===== config.mk =====
export PLATFORM = sky130hd
export DESIGN_NAME = utf8_stream_decoder
export DESIGN_NICKNAME = d
export VERILOG_FILES = /design/src/hdl/utf8sd_pkg.sv /design/src/hdl/utf8_stream_decoder.sv
export SDC_FILE = /design/constraint.sdc
export NUM_CORES = 1
export LEC_CHECK = 0
export BUFFER_PORTS_ARGS = -buffer_cell sky130_fd_sc_hd__buf_2
export CORE_ASPECT_RATIO = 0.6
export CORE_UTILIZATION = 30
export CTS_CLUSTER_SIZE = 12
export DETAILED_ROUTE_END_ITERATION = 10
export GPL_ROUTABILITY_DRIVEN = 0
export GPL_TIMING_DRIVEN = 0
export PLACE_DENSITY = 0.52
export SYNTH_ARGS = -nofsm -noshare
export SYNTH_HDL_FRONTEND = slang
export SYNTH_SLANG_ARGS = --single-unit
export TNS_END_PERCENT = 5

===== constraint.sdc =====
create_clock -name clock -period 7.4 [get_ports clock]
set_input_delay 0.37 -clock clock [delete_from_list [all_inputs] [get_ports clock]]
set_output_delay 0.37 -clock clock [all_outputs]
set_load 0.05 [all_outputs]

===== src/hdl/utf8sd_pkg.sv =====
// Package for the UTF-8 stream decoder: widths, lead-byte table and helpers.
// Used by utf8_stream_decoder; depends on nothing else.

package utf8sd_pkg;

   localparam int BYTE_WIDTH  = 8;
   localparam int CP_WIDTH    = 31;
   localparam int COUNT_WIDTH = 16;
   localparam int LEFT_WIDTH  = 3;
   localparam int MAX_LEN     = 6;
   localparam int LEN_WIDTH   = 3;
   localparam int CONT_BITS   = 6;
   localparam int RSP_DATA_WIDTH = ((CP_WIDTH + COUNT_WIDTH + 7) / 8) * 8;

   typedef logic [BYTE_WIDTH-1:0]  byte_type;
   typedef logic [CP_WIDTH-1:0]    code_point_type;
   typedef logic [COUNT_WIDTH-1:0] count_type;
   typedef logic [LEFT_WIDTH-1:0]  left_type;
   typedef logic [LEN_WIDTH-1:0]   len_type;

   localparam logic [CONT_BITS-1:0] CONT_MASK = 6'h3F;
   localparam count_type COUNT_LIMIT = '1;

   // Mask applied to a lead byte, indexed by sequence length minus one.
   localparam byte_type LEAD_MASK [MAX_LEN] = '{
      8'h7F, 8'h1F, 8'h0F, 8'h07, 8'h03, 8'h01
   };

   // Sequence length from the legacy six-byte lead table. Stray continuation
   // bytes and 0xFE/0xFF count as single-byte characters.
   function automatic len_type lead_length(input byte_type b);
      len_type len;
      case (b) inside
         [8'hC0:8'hDF]: len = 3'd2;
         [8'hE0:8'hEF]: len = 3'd3;
         [8'hF0:8'hF7]: len = 3'd4;
         [8'hF8:8'hFB]: len = 3'd5;
         [8'hFC:8'hFD]: len = 3'd6;
         default:       len = 3'd1;
      endcase
      return len;
   endfunction

endpackage


===== src/hdl/utf8_stream_decoder.sv =====
// UTF-8 stream decoder with the legacy six-byte lead table, one byte per transaction.
// Depends on utf8sd_pkg.
//
//   channel | ports   | tdata / tuser                               | role
//   --------+---------+---------------------------------------------+-------------------
//   input   | req_*   | tdata[7:0] text_byte                        | one raw string byte
//   result  | rsp_*   | tdata[30:0] code_point, [46:31] char_count, | decoded character
//           |         | [47] zero; tuser[0] is_end                  | or end of string
//
// Each byte is decoded as it is accepted: the decoder state updates at the accepting
// edge and a result, if the byte completes one, sits in the result register
// from the next cycle on. A byte is taken every cycle while the result register
// is empty or being drained. Synchronous reset clears the decoder state and
// the result valid flag; a result held under backpressure stalls the input.

module utf8_stream_decoder
   import utf8sd_pkg::*;
(
   input  logic                      clock,
   input  logic                      reset,
   input  logic                      req_tvalid,
   output logic                      req_tready,
   input  logic [BYTE_WIDTH-1:0]     req_tdata,   // [7:0] text_byte
   output logic                      rsp_tvalid,
   input  logic                      rsp_tready,
   output logic [RSP_DATA_WIDTH-1:0] rsp_tdata,   // [30:0] code_point, [46:31] char_count
   output logic                      rsp_tuser    // [0] is_end
);

   left_type       bytes_left_ff, bytes_left_in;
   code_point_type partial_ff, partial_in;
   count_type      chars_ff, chars_in;

   logic           rsp_valid_ff, rsp_valid_in;
   code_point_type rsp_cp_ff, rsp_cp_in;
   count_type      rsp_count_ff, rsp_count_in;
   logic           rsp_end_ff, rsp_end_in;

   logic           accept;
   logic           emit;
   byte_type       text_byte;
   len_type        len;
   count_type      chars_inc;

   assign req_tready = !rsp_valid_ff || rsp_tready;
   assign accept     = req_tvalid && req_tready;
   assign text_byte  = req_tdata;
   assign len        = lead_length(text_byte);
   assign chars_inc  = (chars_ff == COUNT_LIMIT) ? chars_ff : chars_ff + 1'b1;

   always_comb begin
      bytes_left_in = bytes_left_ff;
      partial_in    = partial_ff;
      chars_in      = chars_ff;
      emit          = 1'b0;
      rsp_cp_in     = rsp_cp_ff;
      rsp_count_in  = rsp_count_ff;
      rsp_end_in    = rsp_end_ff;

      if (accept) begin
         if (bytes_left_ff != '0) begin
            // Continuation bytes are not checked; a zero byte here is data.
            partial_in    = {partial_ff[CP_WIDTH-CONT_BITS-1:0], text_byte[CONT_BITS-1:0] & CONT_MASK};
            bytes_left_in = bytes_left_ff - 1'b1;
            if (bytes_left_ff == left_type'(1)) begin
               emit         = 1'b1;
               chars_in     = chars_inc;
               rsp_cp_in    = partial_in;
               rsp_count_in = chars_inc;
               rsp_end_in   = 1'b0;
            end
         end else if (text_byte == '0) begin
            emit         = 1'b1;
            rsp_cp_in    = '0;
            rsp_count_in = chars_ff;
            rsp_end_in   = 1'b1;
            chars_in     = '0;
            partial_in   = '0;
         end else begin
            partial_in    = code_point_type'(text_byte & LEAD_MASK[len - 1'b1]);
            bytes_left_in = left_type'(len - 1'b1);
            if (len == len_type'(1)) begin
               emit         = 1'b1;
               chars_in     = chars_inc;
               rsp_cp_in    = partial_in;
               rsp_count_in = chars_inc;
               rsp_end_in   = 1'b0;
            end
         end
      end

      if (emit) begin
         rsp_valid_in = 1'b1;
      end else if (rsp_tready) begin
         rsp_valid_in = 1'b0;
      end else begin
         rsp_valid_in = rsp_valid_ff;
      end
   end

   always_ff @(posedge clock) begin
      if (reset) begin
         bytes_left_ff <= '0;
         partial_ff    <= '0;
         chars_ff      <= '0;
         rsp_valid_ff  <= 1'b0;
      end else begin
         bytes_left_ff <= bytes_left_in;
         partial_ff    <= partial_in;
         chars_ff      <= chars_in;
         rsp_valid_ff  <= rsp_valid_in;
      end
   end

   always_ff @(posedge clock) begin
      rsp_cp_ff    <= rsp_cp_in;
      rsp_count_ff <= rsp_count_in;
      rsp_end_ff   <= rsp_end_in;
   end

   assign rsp_tvalid = rsp_valid_ff;
   assign rsp_tdata  = {{(RSP_DATA_WIDTH - CP_WIDTH - COUNT_WIDTH){1'b0}}, rsp_count_ff, rsp_cp_ff};
   assign rsp_tuser  = rsp_end_ff;

endmodule

==> summary by stage, run 1 <==
Outcome
The run finished with clean final reports.

Synth
The synthesized netlist devotes 2.30% of its cell area to XOR and XNOR gates. The adder-cell share of the synthesized area is 2.09%. When the netlist entered floorplanning its net count stood at 431.

The mean area per synthesized cell is 10.2 um2. For this run, the register share of the synthesized area comes to 55.9%. The mux cell area share after synthesis is 1.88%.

The count of state elements after synthesis is 93. After synthesis the cells add up to 4190 um2. The compound-gate portion of the synthesized area is 12.9%. The netlist uses 54 different library cells. The number of enable flip-flop cells after synthesis is 48. The cell count after synthesis is 412. The post-synthesis async set-or-reset flop share is 0%.

The total number of yosys warnings is 0. The area share of and/or/nand/nor cells after synthesis is 20.5%. The combinational family with the most area after synthesis is simple AND/OR/NAND/NOR gates. In the synthesized netlist the dominant register cell turns out to be edfxtp_1.

Setup path
Measured in cells, the most critical reg-to-reg path has a length of 7. The worst setup path is captured at a register. The critical path class is in -> reg. Walking the worst path, the cells encountered are buf_2 > nor2b_1 > o21ai_0 > a21oi_1 > inv_1 > ha_1 > and4_1 > a221o_1 > o21ai_1 > inv_2 > buf_12. The required time of the worst setup path is 7.48 ns. For this run, the slowest stage of the critical path takes 0.47 ns. The slowest stage of the critical path is the o21ai_1 cell. The maximum fanout encountered on the critical timing path is 35. STA classifies the critical path startpoint as a primary input. In this run the register-to-register setup slack is 4.83 ns.

STA puts the critical path data arrival time at 3.09 ns.

Timing
The setup TNS is 0 ns. The number of slew-limit violations in the final report is 0. Subtracting the final worst setup slack from the clock period gives 3.01 ns. Across the routed clock network, the largest skew measured is 0.00575 ns. Timing would allow up to 0.332 GHz. At the pin with the least slew margin, the transition time is 0.629 ns.

The worst path uses 40.7% of the clock period. Setup repair after global routing left no endpoint under its margin. The number of hold violations in the final report came to 0. Headroom to the max-slew limit came out at 57.9%. Setup violations remaining at the end of the flow were counted as 0.

Power and ir drop
In this run the power density over the cells is 256 nW/um2. The largest vdd supply drop is 94.0 uV. In this run the static leakage power is 1.84 nW.

Clock network
The number of buffers inserted by post-CTS setup repair is 0. Counting along the longest clock path gives a buffer depth of 2. The number of sinks driven by the clock tree is 93. TritonCTS built the clock tree. The count of cells resized by post-cts repair is 0.

The buffer cell driving the clock tree root is clkbuf_16. The total CTS buffers is 9. The clock latency reported for the late side of the worst-skew pair is 0.34 ns. Buffers inserted to repair hold after CTS numbered 0. The CTS clock-pin slew for the worst setup and hold paths is 0.06 ns.

The clock tree synthesis step divided the H-tree into 3 levels.

Global route
The number of global-route vias before repair came to 3037. Entering global routing, the biggest net connects 36 pins. The first global-routing pass estimated 16.7 mm of wire.

The number of antenna violations at the first check in global routing is 1. The global router's overall resource usage is 15.2%. Summed over all layers, the global routing overflow is 0.

Run
The tool flagged a number of max-cap violations equal to 0.

Drt
The final wirelength is 10.5 mm. The total iterations of the first detailed-routing run is 4. The remaining number of nets flagged by the antenna check after routing is 0. Summing over every cut layer, the via total after detailed routing is 3272. The per-cell routed wire length is 15.7 um. The number of violations reported at the end of detailed-routing iteration 0 is 304. The via density per instance is 4.92.

For this run, design rule violations remaining after detail routing come to 0.

Final layout
The library cell used most frequently in the layout, excluding fill and tap cells, is buf_2. The top cell types in the final layout, fill and taps aside, are buf_2, nand2_1, edfxtp_1. The post-route netlist has 19.4% of its cells at a drive strength greater than 1. The number of inserted filler cells in the final layout is 1375. The final cell area excluding filler cells is 5010 um2. The signed area change from the synthesized netlist to the final layout is 19.6%. 0 antenna diodes ended up in the layout. The final net count is 504.

Floorplan
The initialized floorplan defines 33 standard-cell rows. The region available for standard cell placement spans 13600 um2. The number of primary I/O pins is 63.

Measured along the y axis, the die boundary spans 93.5 um. The die covers 14400 um2. The initial utilization of the core area, before any placement, comes to 30.7%. The die outline width is 155 um.

Min path
The class of the tightest hold or removal check is in -> reg. The worst hold path cell count is 3.

Placed design
The HPWL after detailed placement is 7.48 mm. The cell area after placement is 4730 um2. Buffers placed on the I/O ports in this run total 61.
==> synthesized netlist by cell type (all sizes together) (2+ instances only) <==
cell	number	area share [%]
xor2	7	1.5
nand2b	4	0.60
xnor2	4	0.84
o21a	2	0.36
dfxtp	45	22
a31oi	6	0.90
mux2i	3	0.72
a211oi	3	0.54
o41ai	2	0.42
o21ai	15	1.8
a41oi	5	1.0
and2	27	4.1
nor2	24	2.2
ha	7	2.1
or3	5	0.87
clkbuf	17	1.6
nand3	11	1.3
nor3	6	0.72
a21oi	41	4.9
or4	6	1.2
edfxtp	48	34
and4	2	0.42
o31ai	7	1.3
mux2	4	1.2
nor2b	10	1.5
inv	11	0.99
buf	10	1.8
nand2	59	5.3
nand4	9	1.9
==> critical path, delay by kind of cell <==
kind | cells | cell delay, ns
compound gates | 4 | 1.27
fa+ha+maj | 1 | 0.23
buf+inv | 4 | 0.85
simple gates | 2 | 0.33
==> routing by layer <==
metal	part of all wire, %	GRT usage [%]
met1	55	24.2
met2	38	19.0
met3	6.4	4.45
met4	0.46	3.96
met5	0.12	0
==> cell families after synthesis <==
logic type,after synthesis
AO/OA/AOI/OAI,89
XOR/XNOR,11
adder cells (fa/ha/maj),7
buffers and inverters,38
flip-flops,93
multiplexers,7
other,1
AND/OR/NAND/NOR,166
==> stage by stage <==
| step | std cells | hold WS [ns] | setup slack [ns] | power (mW) | utilization [%] |
|---|---|---|---|---|---|
| 2_1_floorplan | 412 | 0.432 | 4.19 | 0.790 | - |
| 3_3_place_gp | 648 | 0.437 | 3.16 | 0.854 | 34.6 |
| 3_5_place_dp | 649 | 0.443 | 4.09 | 0.858 | 34.7 |
| 4_1_cts | 665 | 0.314 | 4.43 | 1.29 | 36.8 |
| 5_1_grt | 665 | 0.337 | 4.01 | 1.34 | 36.8 |
| 6_report | 665 | 0.330 | 4.39 | 1.28 | 36.8 |
==> final cells by class <==
| cell class | count | area (um2) | share of cell area (%) |
|---|---|---|---|
| clock buffers | 11 | 243 | 4.85 |
| inverters | 11 | 41.3 | 0.824 |
| well taps | 175 | 219 | 4.37 |
| repair buffers | 62 | 325 | 6.50 |
| plain buffers | 27 | 140 | 2.80 |
| multi-input cells | 281 | 1660 | 33.2 |
| flip-flops and latches | 93 | 2340 | 46.8 |
| clock inverters | 5 | 35.0 | 0.699 |
==> where the power goes <==
part	internal, mW	total (mW)	switching, mW
registers	0.585	0.599	0.0133
clock network	0.237	0.436	0.199
logic	0.0527	0.247	0.194
==> state kept, by name (all words and copies together), names as in the netlist <==
signal,count
rsp_count_ff,16
rsp_tuser,1
chars_ff,16
rsp_cp_ff,31
partial_ff,25
bytes_left_ff,3
rsp_tvalid,1
==> path summary, 6_finish.rpt <==
kind / start / endpoint
worst max-delay path: req_tdata[2] / rsp_cp_ff[30]
worst min-delay path: req_tdata[0] / partial_ff[0]
worst min register to register: partial_ff[20] / partial_ff[20]
worst max register to register: bytes_left_ff[0] / rsp_cp_ff[30]
Note: power is estimated with default switching activity, not from simulation.
==> run 2, diff against run 1 <==
--- a/config.mk
+++ b/config.mk
@@ -12,7 +12,7 @@
 export DETAILED_ROUTE_END_ITERATION = 10
 export GPL_ROUTABILITY_DRIVEN = 0
 export GPL_TIMING_DRIVEN = 0
-export PLACE_DENSITY = 0.52
+export PLACE_DENSITY = 0.54
 export SYNTH_ARGS = -nofsm -noshare
 export SYNTH_HDL_FRONTEND = slang
 export SYNTH_SLANG_ARGS = --single-unit
==> constraint.sdc (replaced) <==
create_clock -name clock -period 2.5 [get_ports clock]
set_input_delay 0.125 -clock clock [delete_from_list [all_inputs] [get_ports clock]]
set_output_delay 0.125 -clock clock [all_outputs]
set_load 0.05 [all_outputs]
==> run 2 against run 1 <==
  * The run now ends with setup timing left
  * Combinational power rose to 3.1 times the previous value
  * Final cell count unchanged
  * Clock power rose to 3.5 times the previous value
  * Clock-buffer cell count down 2
  * Wire length down 0.43%
  * Hold slack worse by 0.27 ns
  * Largest cell class unchanged
==> summary by stage, run 2 (synthesized netlist as in run 1, its figures left out) <==
Final layout
rsp_cp_ff holds more flip-flops than any other register. The footprint of the flip-flops and latches was 2340 um2 (+0.11%). The number of inserted filler cells in the final layout is 1379 (+0.29%). The signed area change from the synthesized netlist to the final layout is 23.1%.

The top cell types in the final layout, fill and taps aside, are buf_2, nand2_1, edfxtp_1. The combined area of the multi-input logic cells is 1750 um2 (+5.2%). The final net count was 504 (unchanged). The total inserted antenna cells is 0 (unchanged). The commonest non-fill, non-tap cell in the layout is buf_2. The number of flip-flops in the largest register is 31 (unchanged). In the final layout, the registers with the most flip-flops are rsp_cp_ff x31, partial_ff x25. The layout cell share with drive strength beyond 1 is 23.7% (+4.3 points).

Setup path
The startpoint type of the worst setup path is a register. The internal reg-to-reg setup slack is -0.05 ns (-4.88 ns). The origin of the critical flop-to-flop path is bytes_left_ff[0]. The required time of the worst setup path came to 2.71 ns (-4.77 ns). The largest stage delay on the critical path is 0.68 ns (+0.21 ns). The critical path arrival is 2.76 ns (-0.33 ns). The signal on the critical path passes through inv_2 > ha_4 > nor2_2 > a221o_1 > o21ai_4 > clkinvlp_4 > a21oi_1 > nor3_1. Grouping stages by cell kind, the critical path spends the most delay in compound AO/OA/AOI/OAI gates. The cell depth of the worst flop-to-flop path came to 8 (+1). In this run the critical register-to-register path is captured at chars_ff[13]. The critical path class is reg -> reg. The critical path capture point type is a register. The sum of buffers and inverters on the critical path is 2 (-2). The maximum fanout encountered on the critical timing path came to 27 (-23%). The cell at the slowest stage of the critical path is clkinvlp_4.

Min path
The worst hold path cell count is 3 (unchanged). The worst hold path begins at req_tdata[0]. The class of the tightest hold or removal check is in -> reg. The path with the worst hold slack has its endpoint at partial_ff[0].

Timing
The slew of the pin with the lowest slew margin is 0.697 ns (+0.0680 ns). The final critical delay including setup and external delays is 2.55 ns. After layout, the worst path uses 102% of the clock period. Setup repair after global routing could not meet its margin everywhere. The number of setup violations in the final report is 3 (+3). The number of hold violations in the final report came to 0 (unchanged). The minimum hold slack was 0.0615 ns (-0.268 ns).

The number of slew-limit violations in the final report came to 0 (unchanged). The final setup slack of the worst path is -0.0522 ns (-4.44 ns). The setup TNS is -0.0810 ns (-0.0810 ns).

The clock tree skew after final layout was 0.00622 ns (+0.000463 ns). The maximum clock frequency is 0.392 GHz. The relative slew slack is 53.5% (-4.5 points).

Outcome
The run finished, with violations left. The final reports fail on setup timing.

Global route
The met3 usage was 4.49% (+0.046 points). After global routing, the most crowded layer is met1. The met2 capacity usage during global routing is 18.4% (-0.57 points). The number of antenna violations at the first check in global routing is 0 (-1). The met1 global-route usage came to 24.2% (+0.031 points). The number of global-route vias before repair is 3016 (-0.69%). The global-route wire length before repair is 16.6 mm (-0.78%). The total overflow reported by the global router is 0 (unchanged). The largest net degree at the start of global routing is 28 (-22%). The global router's overall resource usage is 15.1% (-0.064 points).

Clock network
The CTS clock-pin slew for the worst setup and hold paths is 0.07 ns (about the same). The clock latency reported for the late side of the worst-skew pair is 0.34 ns (about the same). The total CTS buffers is 9 (unchanged). The number of sinks driven by the clock tree is 93 (unchanged).

Clock tree synthesis selected as its root buffer the cell clkbuf_16. The quantity of hold-fixing buffers added after cts came to 0 (unchanged). The maximum root-to-sink buffer count was 2 (unchanged). TritonCTS built the clock tree. The number of levels the H-tree was split into was 3 (unchanged).

Power and ir drop
The largest vdd supply drop is 390 uV (+320%). The power density normalized to cell area is 786 nW/um2 (+210%). The power consumption is 4.05 mW (+220%). The leakage component of the power is 1.88 nW (+2.1%).

Drt
The number of violations reported at the end of detailed-routing iteration 0 was 222 (-27%). The per-cell routed wire length is 15.7 um (-0.43%). The remaining number of nets flagged by the antenna check after routing is 0 (unchanged).

The total iterations of the first detailed-routing run came to 5 (+1). The via density per instance is 4.90 (-0.37%). The final wirelength is 10.4 mm (-0.43%). The count of unresolved DRC violations after routing is 0 (unchanged). The number of vias after detailed routing came to 3260 (-0.37%).

Placed design
The count of input and output buffers is 61 (unchanged). The HPWL after detailed placement was 7.38 mm (-1.3%).

Floorplan
The area of the core came to 13600 um2 (unchanged). The die outline width is 155 um (unchanged). The starting density of the core came to 30.7% (unchanged). The die footprint is 14400 um2 (unchanged). The count of standard-cell rows came to 33 (unchanged). The number of primary I/O pins is 63 (unchanged).

The vertical die dimension is 93.5 um (unchanged).

Run
The count of max-cap constraint violations is 0 (unchanged).
==> run 2: how the worst max path moves through the flow <==
stage	from	endpoint	slack, ns	cells past startpoint
2_1_floorplan	req_tdata[2]	chars_ff[14]	-0.17	11
6_report	bytes_left_ff[0]	chars_ff[13]	-0.05	8
4_1_cts	bytes_left_ff[1]	chars_ff[13]	-0.15	7
5_1_grt	req_tdata[2]	chars_ff[13]	-0.25	12
3_5_place_dp	req_tdata[2]	chars_ff[14]	-1.10	12
3_3_place_gp	req_tdata[2]	chars_ff[14]	-0.99	12
==> run 2: layout make-up <==
| class | instances | area share (%) |
|---|---|---|
| buffer | 27 | 2.72 |
| clock buffer | 9 | 4.37 |
| clock inverter | 7 | 1.99 |
| inverter | 11 | 0.874 |
| multi-input combinational | 281 | 33.9 |
| sequential | 93 | 45.5 |
| tap | 175 | 4.25 |
| timing repair buffer | 61 | 6.24 |
| timing repair inverter | 1 | 0.146 |
==> run 2: layer usage <==
metal | up-vias | part of all wire (%)
li1 | 1617 | -
met1 | 1532 | 57
met2 | 103 | 36
met3 | 8 | 7.0
met4 | 0 | 0.95
met5 | - | 0
==> run 2: through the flow <==
stage / cell area, um2 / worst slack, ns / instances / util (%)
after CTS: 5110 / -0.146 / 665 / 37.5
after floorplan: 4230 / -0.168 / 412 / -
after detailed placement: 4750 / -1.10 / 648 / 34.9
after global placement: 4750 / -0.988 / 648 / 34.9
final: 5150 / -0.0522 / 665 / 37.8
after global routing: 5150 / -0.245 / 665 / 37.8
==> run 2: what timing repair did <==
action | 4_1_cts | 5_1_grt
setup buffers | 0 | 0
gates resized for setup | 7 | 13
endpoints found under the setup margin | 52 | 63
gates cloned | 1 | 0
pin swaps | 3 | 1
==> run 2: worst min-delay path, stage by stage <==
cell	delay, ns
buf_2	0.13
nand2_1	0.06
a21oi_1	0.05
==> run 2: report_power, final <==
group          internal, mW  switching, mW  leakage, nW  total (mW)
sequential             1.74         0.0403        0.822        1.78
combinational         0.165          0.593        0.896       0.758
clock                 0.893          0.624        0.163        1.52
total                  2.79           1.26         1.88        4.05
